<file path="src/hw/rtl/vpt_pkg.sv">
// shared types, constants and tables of the vax page table walker
package vpt_pkg;

    localparam int QDEPTH = 4;

    localparam logic [31:0] BASE_MASK = 32'hFFFF_FFFC;
    localparam logic [31:0] E_MODIFY  = 32'h0400_0000;

    localparam logic [2:0] REG_P0_BASE    = 3'd0;
    localparam logic [2:0] REG_P0_LENGTH  = 3'd1;
    localparam logic [2:0] REG_P1_BASE    = 3'd2;
    localparam logic [2:0] REG_P1_LENGTH  = 3'd3;
    localparam logic [2:0] REG_SYS_BASE   = 3'd4;
    localparam logic [2:0] REG_SYS_LENGTH = 3'd5;
    localparam logic [2:0] REG_MAP_ENABLE = 3'd6;

    localparam logic [7:0] PROT_TABLE [16] = '{
        8'h00, 8'h00, 8'h11, 8'h01, 8'hFF, 8'h33, 8'h13, 8'h03,
        8'h77, 8'h37, 8'h17, 8'h07, 8'h7F, 8'h3F, 8'h1F, 8'h0F
    };

    typedef enum logic [1:0] {
        KIND_READ  = 2'd0,
        KIND_WRITE = 2'd1,
        KIND_DONE  = 2'd2
    } kind_t;

    typedef enum logic [1:0] {
        FAULT_OK  = 2'd0,
        FAULT_ACV = 2'd1,
        FAULT_TNV = 2'd2,
        FAULT_LNV = 2'd3
    } fault_t;

    typedef enum logic [1:0] {
        PHASE_IDLE = 2'd0,
        PHASE_SYS  = 2'd1,
        PHASE_PTE  = 2'd2
    } phase_t;

    typedef enum logic [1:0] {
        ACT_NONE       = 2'd0,
        ACT_DONE       = 2'd1,
        ACT_ASK        = 2'd2,
        ACT_WRITE_DONE = 2'd3
    } act_t;

    typedef struct packed {
        logic        mode;
        logic [31:0] vaddr;
        logic        is_write;
        logic [1:0]  access_mode;
        logic [31:0] read_data;
    } in_item_t;

    typedef struct packed {
        kind_t       kind;
        logic [31:0] mem_addr;
        logic [31:0] mem_wdata;
        logic [29:0] phys_addr;
        fault_t      fault;
        logic        last;
    } out_item_t;

    typedef struct packed {
        logic        two;
        kind_t       kind;
        logic [31:0] mem_addr;
        logic [31:0] mem_wdata;
        logic [29:0] phys_addr;
        fault_t      fault;
    } job_t;

    typedef struct packed {
        logic valid;
        logic full;
    } q_status_t;

endpackage

</file>
<file path="src/hw/rtl/vpt_queue.sv">
// small job queue between the classifying front and the result back end
module vpt_queue
    import vpt_pkg::*;
#(
    parameter int WIDTH = 8,
    parameter int DEPTH = 4
) (
    input  logic             clk,
    input  logic             rst_n,
    input  logic             push,
    input  logic [WIDTH-1:0] push_data,
    input  logic             pop,
    output logic [WIDTH-1:0] pop_data,
    output q_status_t        status
);

    localparam int PTR_W = (DEPTH > 1) ? $clog2(DEPTH) : 1;
    localparam int CNT_W = $clog2(DEPTH + 1);

    logic [WIDTH-1:0] mem_reg [DEPTH];
    logic [PTR_W-1:0] wr_ptr_reg, wr_ptr_next;
    logic [PTR_W-1:0] rd_ptr_reg, rd_ptr_next;
    logic [CNT_W-1:0] count_reg, count_next;
    logic             do_push, do_pop;

    assign status.valid = (count_reg != '0);
    assign status.full  = (count_reg == CNT_W'(DEPTH));
    assign do_push      = push && !status.full;
    assign do_pop       = pop && status.valid;
    assign pop_data     = mem_reg[rd_ptr_reg];

    always_comb
    begin
        wr_ptr_next = wr_ptr_reg;
        rd_ptr_next = rd_ptr_reg;
        count_next  = count_reg;
        if (do_push)
        begin
            wr_ptr_next = (wr_ptr_reg == PTR_W'(DEPTH - 1)) ? '0 : wr_ptr_reg + 1'b1;
        end
        if (do_pop)
        begin
            rd_ptr_next = (rd_ptr_reg == PTR_W'(DEPTH - 1)) ? '0 : rd_ptr_reg + 1'b1;
        end
        if (do_push && !do_pop)
        begin
            count_next = count_reg + 1'b1;
        end
        else if (do_pop && !do_push)
        begin
            count_next = count_reg - 1'b1;
        end
    end

    always_ff @(posedge clk or negedge rst_n)
    begin
        if (!rst_n)
        begin
            wr_ptr_reg <= '0;
            rd_ptr_reg <= '0;
            count_reg  <= '0;
        end
        else
        begin
            wr_ptr_reg <= wr_ptr_next;
            rd_ptr_reg <= rd_ptr_next;
            count_reg  <= count_next;
        end
    end

    always_ff @(posedge clk)
    begin
        if (do_push)
        begin
            mem_reg[wr_ptr_reg] <= push_data;
        end
    end

endmodule

</file>
<file path="src/hw/rtl/vpt_front.sv">
// front end: configuration registers, walk state and classification of each transaction
module vpt_front
    import vpt_pkg::*;
(
    input  logic        clk,
    input  logic        rst_n,
    input  logic        cfg_wen,
    input  logic [2:0]  cfg_index,
    input  logic [31:0] cfg_wdata,
    input  logic        accept,
    input  in_item_t    item,
    output logic        job_valid,
    output job_t        job
);

    logic [31:0] p0_base_reg, p1_base_reg, sys_base_reg;
    logic [21:0] p0_length_reg, p1_length_reg, sys_length_reg;
    logic        map_enable_reg;

    phase_t      phase_reg, phase_next;
    logic [31:0] held_vaddr_reg, held_vaddr_next;
    logic        held_write_reg, held_write_next;
    logic [1:0]  held_am_reg, held_am_next;
    logic [31:0] pending_reg, pending_next;

    logic [20:0] va_vpn;
    logic [31:0] eva, sys_addr_eva, sys_addr_va, frame_addr, entry;
    logic [21:0] eva_vpn;
    logic        seg_lnv, s0_lnv, eva_lnv, allowed;
    logic [7:0]  prot;
    logic [2:0]  need_idx;
    logic [29:0] pa_entry;

    act_t        act;
    phase_t      ask_phase;
    logic [31:0] ask_addr, ask_pend;
    fault_t      fin_fault;
    logic [29:0] fin_pa;

    // address arithmetic and checks
    always_comb
    begin
        va_vpn       = item.vaddr[29:9];
        seg_lnv      = item.vaddr[30] ? ({1'b0, va_vpn} < p1_length_reg)
                                      : ({1'b0, va_vpn} >= p0_length_reg);
        s0_lnv       = {1'b0, va_vpn} >= sys_length_reg;
        eva          = (item.vaddr[30] ? p1_base_reg : p0_base_reg) + {9'b0, va_vpn, 2'b00};
        eva_vpn      = eva[30:9];
        eva_lnv      = eva_vpn >= sys_length_reg;
        sys_addr_eva = sys_base_reg + {8'b0, eva_vpn, 2'b00};
        sys_addr_va  = sys_base_reg + {9'b0, va_vpn, 2'b00};
        entry        = item.read_data;
        prot         = PROT_TABLE[entry[30:27]];
        need_idx     = (phase_reg == PHASE_PTE) ? {held_write_reg, held_am_reg} : 3'd0;
        allowed      = prot[need_idx];
        frame_addr   = {2'b00, entry[20:0], pending_reg[8:0]};
        pa_entry     = {entry[20:0], held_vaddr_reg[8:0]};
    end

    // classification
    always_comb
    begin
        act       = ACT_NONE;
        ask_phase = PHASE_PTE;
        ask_addr  = eva;
        ask_pend  = eva;
        fin_fault = FAULT_OK;
        fin_pa    = '0;
        if (!item.mode)
        begin
            if (!map_enable_reg)
            begin
                act    = ACT_DONE;
                fin_pa = item.vaddr[29:0];
            end
            else
            begin
                case (item.vaddr[31:30])
                    2'b00, 2'b01:
                    begin
                        if (seg_lnv || (eva[31] && eva_lnv))
                        begin
                            act       = ACT_DONE;
                            fin_fault = FAULT_LNV;
                        end
                        else if (!eva[31])
                        begin
                            act = ACT_ASK;
                        end
                        else
                        begin
                            act       = ACT_ASK;
                            ask_phase = PHASE_SYS;
                            ask_addr  = sys_addr_eva;
                        end
                    end
                    2'b10:
                    begin
                        if (s0_lnv)
                        begin
                            act       = ACT_DONE;
                            fin_fault = FAULT_LNV;
                        end
                        else
                        begin
                            act      = ACT_ASK;
                            ask_addr = sys_addr_va;
                            ask_pend = sys_addr_va;
                        end
                    end
                    default:
                    begin
                        act       = ACT_DONE;
                        fin_fault = FAULT_LNV;
                    end
                endcase
            end
        end
        else
        begin
            case (phase_reg)
                PHASE_SYS, PHASE_PTE:
                begin
                    if (!allowed)
                    begin
                        act       = ACT_DONE;
                        fin_fault = FAULT_ACV;
                    end
                    else if (!entry[31])
                    begin
                        act       = ACT_DONE;
                        fin_fault = FAULT_TNV;
                    end
                    else if (phase_reg == PHASE_SYS)
                    begin
                        act      = ACT_ASK;
                        ask_addr = frame_addr;
                        ask_pend = frame_addr;
                    end
                    else
                    begin
                        fin_pa = pa_entry;
                        act    = (held_write_reg && !entry[26]) ? ACT_WRITE_DONE : ACT_DONE;
                    end
                end
                default:
                begin
                    act = ACT_NONE;
                end
            endcase
        end
    end

    // next state
    always_comb
    begin
        phase_next      = phase_reg;
        held_vaddr_next = held_vaddr_reg;
        held_write_next = held_write_reg;
        held_am_next    = held_am_reg;
        pending_next    = pending_reg;
        if (accept)
        begin
            if (!item.mode)
            begin
                held_vaddr_next = item.vaddr;
                held_write_next = item.is_write;
                held_am_next    = item.access_mode;
            end
            case (act)
                ACT_ASK:
                begin
                    phase_next   = ask_phase;
                    pending_next = ask_pend;
                end
                ACT_DONE, ACT_WRITE_DONE:
                begin
                    phase_next = PHASE_IDLE;
                end
                default:
                begin
                    phase_next = phase_reg;
                end
            endcase
        end
    end

    // job for the back end
    always_comb
    begin
        job_valid     = (act != ACT_NONE);
        job.two       = (act == ACT_WRITE_DONE);
        job.kind      = (act == ACT_ASK) ? KIND_READ : KIND_DONE;
        job.mem_addr  = '0;
        job.mem_wdata = '0;
        job.phys_addr = (act == ACT_ASK) ? '0 : fin_pa;
        job.fault     = (act == ACT_ASK) ? FAULT_OK : fin_fault;
        case (act)
            ACT_ASK:
            begin
                job.mem_addr = ask_addr;
            end
            ACT_WRITE_DONE:
            begin
                job.mem_addr  = pending_reg;
                job.mem_wdata = entry | E_MODIFY;
            end
            default:
            begin
                job.mem_addr = '0;
            end
        endcase
    end

    always_ff @(posedge clk or negedge rst_n)
    begin
        if (!rst_n)
        begin
            p0_base_reg    <= '0;
            p0_length_reg  <= '0;
            p1_base_reg    <= '0;
            p1_length_reg  <= '0;
            sys_base_reg   <= '0;
            sys_length_reg <= '0;
            map_enable_reg <= 1'b0;
        end
        else if (cfg_wen)
        begin
            case (cfg_index)
                REG_P0_BASE:    p0_base_reg    <= cfg_wdata & BASE_MASK;
                REG_P0_LENGTH:  p0_length_reg  <= cfg_wdata[21:0];
                REG_P1_BASE:    p1_base_reg    <= cfg_wdata & BASE_MASK;
                REG_P1_LENGTH:  p1_length_reg  <= cfg_wdata[21:0];
                REG_SYS_BASE:   sys_base_reg   <= cfg_wdata & BASE_MASK;
                REG_SYS_LENGTH: sys_length_reg <= cfg_wdata[21:0];
                REG_MAP_ENABLE: map_enable_reg <= cfg_wdata[0];
                default:        map_enable_reg <= map_enable_reg;
            endcase
        end
    end

    always_ff @(posedge clk or negedge rst_n)
    begin
        if (!rst_n)
        begin
            phase_reg      <= PHASE_IDLE;
            held_vaddr_reg <= '0;
            held_write_reg <= 1'b0;
            held_am_reg    <= '0;
            pending_reg    <= '0;
        end
        else
        begin
            phase_reg      <= phase_next;
            held_vaddr_reg <= held_vaddr_next;
            held_write_reg <= held_write_next;
            held_am_reg    <= held_am_next;
            pending_reg    <= pending_next;
        end
    end

endmodule

</file>
<file path="src/hw/rtl/vpt_back.sv">
// back end: expands queued jobs into result transactions through an output register
module vpt_back
    import vpt_pkg::*;
(
    input  logic      clk,
    input  logic      rst_n,
    input  q_status_t q_status,
    input  job_t      q_job,
    output logic      q_pop,
    output logic      out_valid,
    input  logic      out_ready,
    output out_item_t out_data
);

    logic      out_valid_reg, out_valid_next;
    out_item_t out_data_reg, out_data_next;
    logic      second_reg, second_next;
    logic      load;

    assign load      = !out_valid_reg || out_ready;
    assign out_valid = out_valid_reg;
    assign out_data  = out_data_reg;

    always_comb
    begin
        out_valid_next = out_valid_reg;
        out_data_next  = out_data_reg;
        second_next    = second_reg;
        q_pop          = 1'b0;
        if (load)
        begin
            out_valid_next = q_status.valid;
            if (q_status.valid)
            begin
                if (q_job.two && !second_reg)
                begin
                    // modify bit write back goes out ahead of the done
                    out_data_next.kind      = KIND_WRITE;
                    out_data_next.mem_addr  = q_job.mem_addr;
                    out_data_next.mem_wdata = q_job.mem_wdata;
                    out_data_next.phys_addr = '0;
                    out_data_next.fault     = FAULT_OK;
                    out_data_next.last      = 1'b0;
                    second_next             = 1'b1;
                end
                else
                begin
                    out_data_next.kind      = q_job.two ? KIND_DONE : q_job.kind;
                    out_data_next.mem_addr  = q_job.two ? '0 : q_job.mem_addr;
                    out_data_next.mem_wdata = '0;
                    out_data_next.phys_addr = q_job.phys_addr;
                    out_data_next.fault     = q_job.fault;
                    out_data_next.last      = 1'b1;
                    second_next             = 1'b0;
                    q_pop                   = 1'b1;
                end
            end
        end
    end

    always_ff @(posedge clk or negedge rst_n)
    begin
        if (!rst_n)
        begin
            out_valid_reg <= 1'b0;
            second_reg    <= 1'b0;
        end
        else
        begin
            out_valid_reg <= out_valid_next;
            second_reg    <= second_next;
        end
    end

    always_ff @(posedge clk)
    begin
        out_data_reg <= out_data_next;
    end

endmodule

</file>
<file path="src/hw/rtl/vax_page_table_walker.sv">
// top level of the vax page table walker
// an accepted transaction's job is written into the job queue, then loaded into the output
// register, where out_ready takes it; queued jobs ahead and output stalls can delay it
// throughput: one input transaction per cycle; a write back plus done gives two results
// the front stalls only when the job queue is full; the output register decouples out_ready
// reset (async, active low) empties the queue and zeroes walk state, config regs and out_valid
module vax_page_table_walker
    import vpt_pkg::*;
#(
    parameter int QUEUE_DEPTH = QDEPTH
) (
    input  logic        clk,
    input  logic        rst_n,
    input  logic        cfg_wen,
    input  logic [2:0]  cfg_index,
    input  logic [31:0] cfg_wdata,
    input  logic        in_valid,
    output logic        in_ready,
    input  in_item_t    in_data,
    output logic        out_valid,
    input  logic        out_ready,
    output out_item_t   out_data
);

    localparam int JOB_W = $bits(job_t);

    logic       accept;
    logic       job_valid;
    job_t       front_job;
    job_t       q_job;
    logic [JOB_W-1:0] q_data;
    q_status_t  q_status;
    logic       q_pop;

    assign in_ready = !q_status.full;
    assign accept   = in_valid && in_ready;
    assign q_job    = job_t'(q_data);

    vpt_front u_front (
        .clk       (clk),
        .rst_n     (rst_n),
        .cfg_wen   (cfg_wen),
        .cfg_index (cfg_index),
        .cfg_wdata (cfg_wdata),
        .accept    (accept),
        .item      (in_data),
        .job_valid (job_valid),
        .job       (front_job)
    );

    vpt_queue #(
        .WIDTH (JOB_W),
        .DEPTH (QUEUE_DEPTH)
    ) u_queue (
        .clk       (clk),
        .rst_n     (rst_n),
        .push      (accept && job_valid),
        .push_data (front_job),
        .pop       (q_pop),
        .pop_data  (q_data),
        .status    (q_status)
    );

    vpt_back u_back (
        .clk       (clk),
        .rst_n     (rst_n),
        .q_status  (q_status),
        .q_job     (q_job),
        .q_pop     (q_pop),
        .out_valid (out_valid),
        .out_ready (out_ready),
        .out_data  (out_data)
    );

    a_write_not_last: assert property (@(posedge clk) disable iff (!rst_n)
        (out_valid && out_data.kind == KIND_WRITE) |-> !out_data.last)
        else $error("write back marked as last result");

    a_fault_no_pa: assert property (@(posedge clk) disable iff (!rst_n)
        (out_valid && out_data.kind == KIND_DONE && out_data.fault != FAULT_OK)
            |-> (out_data.phys_addr == '0))
        else $error("faulted translation carries an address");

    a_write_then_done: assert property (@(posedge clk) disable iff (!rst_n)
        (out_valid && out_ready && out_data.kind == KIND_WRITE)
            |=> (out_valid && out_data.kind == KIND_DONE && out_data.last))
        else $error("write back not followed by its done");

endmodule

</file>
<file path="config.mk">
export PLATFORM = sky130hd
export DESIGN_NAME = vax_page_table_walker
export DESIGN_NICKNAME = d
export VERILOG_FILES = /design/src/hw/rtl/vpt_pkg.sv /design/src/hw/rtl/vpt_queue.sv /design/src/hw/rtl/vpt_front.sv /design/src/hw/rtl/vpt_back.sv /design/src/hw/rtl/vax_page_table_walker.sv
export SDC_FILE = /design/constraint.sdc
export NUM_CORES = 1
export LEC_CHECK = 0
export ABC_AREA = 1
export BUFFER_PORTS_ARGS = -buffer_cell sky130_fd_sc_hd__buf_2
export CORE_MARGIN = 4
export CORE_UTILIZATION = 56
export DETAILED_ROUTE_END_ITERATION = 16
export PLACE_DENSITY = 0.77
export SLEW_MARGIN = 20
export SYNTH_ARGS = -nofsm -noshare
export SYNTH_HDL_FRONTEND = slang
export SYNTH_SLANG_ARGS = --single-unit
export TNS_END_PERCENT = 1
</file>
<file path="constraint.sdc">
create_clock -name clk -period 6.15 [get_ports clk]
set_input_delay 0.3075 -clock clk [delete_from_list [all_inputs] [get_ports clk]]
set_output_delay 0.3075 -clock clk [all_outputs]
set_load 0.01 [all_outputs]
</file>
After elaboration in Yosys (flattened, before gate mapping):

Memory sizes are Yosys's and may differ from the RTL's.
Cells that the tools add are included.
W data, S select, Z words.

* ROM bits: 128
* bits in latches: 0
* memories: 2
* bits in writable memories: 396
* logic and storage cells: 161
* register bits: 311
* input port bits: 108
* output and inout port bits: 101

Memories
* u_queue.mem_reg: words 4, width 99, read ports 1, clocked after memory_dff 0, wr ports 1, RTL line vpt_queue.sv:20 `logic [WIDTH-1:0] mem_reg [DEPTH];`
* (no name shown): words 16, width 8, read ports 1, clocked after memory_dff 0, wr ports 0, RTL line vpt_front.sv:53 `prot = PROT_TABLE[entry[30:27]];`

* shifts and indexed selects: 0
* equal/unequal tests: 16
* divide/modulo/power cells: 0
* $lt $le $gt $ge: 6
* reductions and logical operators: 37
* multiply operators: 0
* $add $sub $neg: 7
* bitwise logic cells: 2
* muxes and demuxes: 68

Operator list (number)
* $mux W32: 15
* $mux W30: 7
* $pmux W32 S2: 2
* $mux W97: 1
* $add A32 B23 Y32: 2
* $mux W2: 26
* $ge A21 B22 Y1: 2
* $add A32 B24 Y32: 1
* $ge A22 B22 Y1: 1
* $lt A21 B22 Y1: 1
* $reduce_and A2 Y1: 11
* $mux W8: 2
* $eq A2 B2 Y1 const B: 6
* $eq A3 B3 Y1 const B: 4
* $pmux W2 S2: 3
* $logic_and A1 B1 Y1: 9
* $mux W3: 3
* $mux W1: 8
* $eq A2 B1 Y1 const B: 3
* $eq A3 B2 Y1 const B: 2
* $logic_not A1 Y1: 6
* $reduce_bool A2 Y1: 3
* $reduce_or A2 Y1: 3
* $ge A5 B5 Y1 const B: 1
* other kinds (12): 14

Longest topological paths before layout:

* word-level depth: 16
* gate-level depth with buffers: 39
* gate-level depth less buffers: 36

Hierarchy:

From an unflattened synthesis, not the netlist that was laid out.

* cell total of the unflattened synthesis: 4689
* area, all modules: 39051.2 um^2

Modules (own cells, without submodules)
* vpt_front: instances 1, cells each 3150, area an instance 19120.8 um^2, seq. area each 5079.9 um^2
* vpt_queue: instances 1, cells each 1214, area an instance 16015.4 um^2, seq. area each 12066.6 um^2
* vpt_back: instances 1, cells each 320, area an instance 3891.2 um^2, seq. area each 3022.9 um^2
* vax_page_table_walker: instances 1, cells each 5, area an instance 23.8 um^2, seq. area each 0.0 um^2

Worst setup path after synthesis:

OpenSTA, ideal clock, no wires.

* path type: flip-flop to flip-flop
* start: register u_front.phase_reg[0]
* end: memory u_queue.mem_reg[0][0] (netlist name), enable pin
* arrival: 6.019 ns
* path slack: -0.423 ns
* library setup time: 0.554 ns
* path buffers: 1
* cell stages (with the launch flop): 9
* required time: 5.596 ns
* clock period less this slack: 6.573 ns
* cell sequence: dfrtp_1 inv_1 ha_1 clkbuf_1 nor2_1 nand2_1 a21oi_1 inv_1 nor2_1

* longest elaborated chain between the ends: 12
* elaborated cells on any way between the ends: 16
* classes of those cells: eq/ne: 2; mux: 10; reduce/logical: 4

RTL lines
* from (decl): RTL line vpt_front.sv:20 `phase_t phase_reg, phase_next;`
* from (signal assigned): RTL line vpt_front.sv:254 `phase_reg <= phase_next;`
* $eq A2 B2 Y1: RTL line vpt_front.sv:54, vpt_front.sv:121
* $mux W3: RTL line vpt_front.sv:54 `need_idx = (phase_reg == PHASE_PTE) ? {held_write_reg, held_am_reg} : 3'd0;`
* $bmux W1 S3: RTL line vpt_front.sv:55 `allowed = prot[need_idx];`
* $mux W1 (implied by the code): RTL line vpt_front.sv:55
* $mux W2: RTL line vpt_front.sv:124 `if (!allowed)`
* $mux W2 *: RTL line vpt_front.sv:121 `case (phase_reg)`
* $mux W2 *: RTL line vpt_front.sv:69 `if (!item.mode)`
* $reduce_bool A2 Y1 *: RTL line vpt_front.sv:191 `job_valid = (act != ACT_NONE);`
* $logic_and A1 B1 Y1 *: RTL line vax_page_table_walker.sv:57 `.push (accept && job_valid),`
* $logic_and A1 B1 Y1 *: RTL line vpt_queue.sv:28 `assign do_push = push && !status.full;`
* net u_queue.do_push: RTL line vpt_queue.sv:24 `logic do_push, do_pop;`
* $mux W1 *: RTL line vpt_queue.sv:73 `if (do_push)`
* $mux W1 (implied by the code) *: RTL line vpt_queue.sv:75 `mem_reg[wr_ptr_reg] <= push_data;`
* to (decl): RTL line vpt_queue.sv:20

Mark *: on every way through the listed nets, which the timed path passes. The rest lies on a longest branch. The select of a mux whose other input is x is not followed.

==> reports/metrics.cfg <==
[setup_path]
cp_slowest_stage_delay_ns=0.50
r2r_start=u_front.p1_base_reg[2]
cpMostUsedCell=nand2_1
reg2reg_to=u_queue.mem_reg[1][87]
slowest_stage=xnor2_1
regToRegSetupSlack_ns=0.85
cp-end-kind=flip-flop
path_max_fanout=4
crit_arrival_ns=5.66
worstPathRequired_ns=6.51
crit_start=u_front.p1_base_reg[2]
setup.worst_path.end=u_queue.mem_reg[1][87]
critPathLaunchType=flip-flop
reg2reg_depth=30
critical_path_class=flip-flop to flip-flop

[timing]
slew_violations=0
setup_viol=0
timing.fmax_ghz=0.189
slew_headroom_pct=30.6
clock_skew_ns=0.0479
rsz0062_at_grt=false
fin_crit_ns=5.30
hold_viol=0
hold_slack_ns=0.0275
timing.final.crit_share_pct=86.2
tightest_slew_ns=1.04

[pwr]
power_density_nw_per_um2=437
power_mw=18.2
ir_drop_uv=256
leakage_nw=19.0

[hold_path]
hold_path.class=primary input to flip-flop

[synth]
ys.flop_type=edfxtp_1
syn_nets=4575
synth_top_area_cell=edfxtp_1
synth_cells=4307
ys_types=56
synth_edf_count=487
seq_area_frac_synth_pct=53.8
syn_area_um2=37100
ys_ff_latch=699
async_flop_share_pct=30.3
synth_area_leaders=edfxtp_1 (39%), dfrtp_1 (14%), nand2_1 (12%), o21ai_0 (6.6%), ha_1 (5.3%)
ys_warn_count=0
syn_avg_cell_area_um2=8.61
yosysTopAreaCellShare_pct=39.4

[global_routing]
grt_max_degree=161
track_usage_pct=32.4
grt_antenna_before_repair=7
first_global_vias=29000
overflow=0
grt_pass1_wl_um=174000

[finish]
most-common-layout-cells=nand2_1 (1186), o21ai_0 (490), edfxtp_1 (487)
final_common_cell=nand2_1
multiInputGateArea_um2=14700
seqCellArea_um2=19900
largest_register_ffs=388
drive_above_1_share_pct=9.70
n_fill_cell=5488
layout.cells.non_filler=5415
nNetsFinal=4756
synthToLayoutAreaGrowth_pct=12.3

[cts]
cts_tree=done
cts_max_path_buffers=3
clock_latency_ns=0.65
cts_made_buffers=73
cts.sink_count=699
clkTransAtPathRegs_ns=0.07
cts_root_buf=clkbuf_16
post_cts_buffers=0
htreeDepth=3
cts_resized=0

[placement]
gp_congestion=1.04
dp.cells=5255
dp_hpwl_um=81900
port_buffers=208

[route]
drt-initial-drc-count=3638
via_per_inst=5.81
vias=31400
drc=0
ant_nets=0
finalWirelength_um=117000
post_drt_wl_per_cell_um=21.5
firstDrtPassIters=6

[floorplanning]
start_util_pct=56.4
rows=94
die-area_um2=70400
die_w_um=265
io_pins=209
core-area_um2=65700
die_h_um=265

[outcome]
status=complete, no violations

[job]
drv_cap=0

## synthesized netlist by cell type (3+ instances only)
| master | n |
|---|---|
| nand2_2 | 23 |
| inv_2 | 4 |
| ha_1 | 156 |
| xnor2_1 | 20 |
| mux2_2 | 3 |
| o22ai_1 | 93 |
| inv_1 | 446 |
| a22oi_1 | 11 |
| a21o_1 | 13 |
| o21bai_1 | 11 |
| nor3_1 | 21 |
| clkinv_1 | 5 |
| o211ai_1 | 10 |
| buf_2 | 15 |
| a31oi_1 | 3 |
| nor2_2 | 3 |
| buf_6 | 5 |
| xor2_1 | 21 |
| nand3_1 | 180 |
| o21ai_0 | 490 |
| nand2_1 | 1187 |
| a21oi_1 | 158 |
| nand4_1 | 29 |
| fa_1 | 4 |
| and2_1 | 7 |
| o21a_1 | 8 |
| buf_1 | 3 |
| clkbuf_1 | 145 |
| dfrtp_1 | 212 |
| o21ai_2 | 12 |
| edfxtp_1 | 487 |
| nor2_1 | 488 |
## area by class of cell
cell class	count	area share [%]
repair buffers	277	4.08
clock buffers	89	4.65
inverters	457	4.14
well taps	864	2.60
diodes	4	0.0240
flip-flops and latches	699	47.9
clock inverters	45	1.25
multi-input cells	2980	35.4
## metal layers
layer	routed length, um	global-route usage (%)	share of wire (%)	up-vias
li1	-	-	-	14700
met1	46400	45.0	40	14800
met2	52900	50.6	45	1685
met3	11400	5.07	9.8	287
met4	5770	14.9	4.9	0
met5	0	0	0	-
## metrics by stage
step | util, % | setup WS, ns | instance area [um2] | TNS (ns)
3_3_place_gp | 59.3 | 0.539 | 39000 | 0
2_1_floorplan | - | -0.423 | 37100 | -164.26
4_1_cts | 63.3 | 0.973 | 41600 | 0
3_5_place_dp | 59.3 | 0.403 | 39000 | 0
6_report | 63.3 | 0.849 | 41600 | 0
5_1_grt | 63.3 | 0.461 | 41600 | 0
## repair_timing
action / CTS / global route
hold endpoints to repair: 91 / 0
hold buffers: 22 / 0
endpoints found under the setup margin: 0 / 0
## how the worst min path moves through the flow
stage,to,depth (start not counted),start
after floorplan,u_back.out_valid,0,rst_n
after global placement,u_front.p1_base_reg[26],1,rst_n
after detailed placement,u_front.p1_base_reg[26],1,rst_n
after CTS,u_front.sys_base_reg[25],3,cfg_wdata[25]
after global routing,u_front.sys_base_reg[25],3,cfg_wdata[25]
final,u_front.sys_base_reg[25],3,cfg_wdata[25]
## worst max-delay path, delay by kind of cell, from the launching register on
kind	cells	cell delay, ns
flops	1	0.37
buf+inv	1	0.29
xor+xnor	1	0.50
fa+ha+maj	3	1.09
compound gates	2	0.56
simple gates	23	2.21
## cells by family after synthesis
group,Yosys count,share of synthesized area [%]
adder cells (fa/ha/maj),160,5.48
AO/OA/AOI/OAI,822,12.0
AND/OR/NAND/NOR,1954,21.1
flip-flops,699,53.8
buffers and inverters,628,6.60
multiplexers,3,0.0911
XOR/XNOR,41,0.969
## report_power, final
part           internal, mW  leakage, nW  switching (mW)
sequential             6.39         7.26           0.519
combinational          2.03         10.6            4.80
clock                  2.51         1.18            1.95
(Power assumes the default switching activity.)
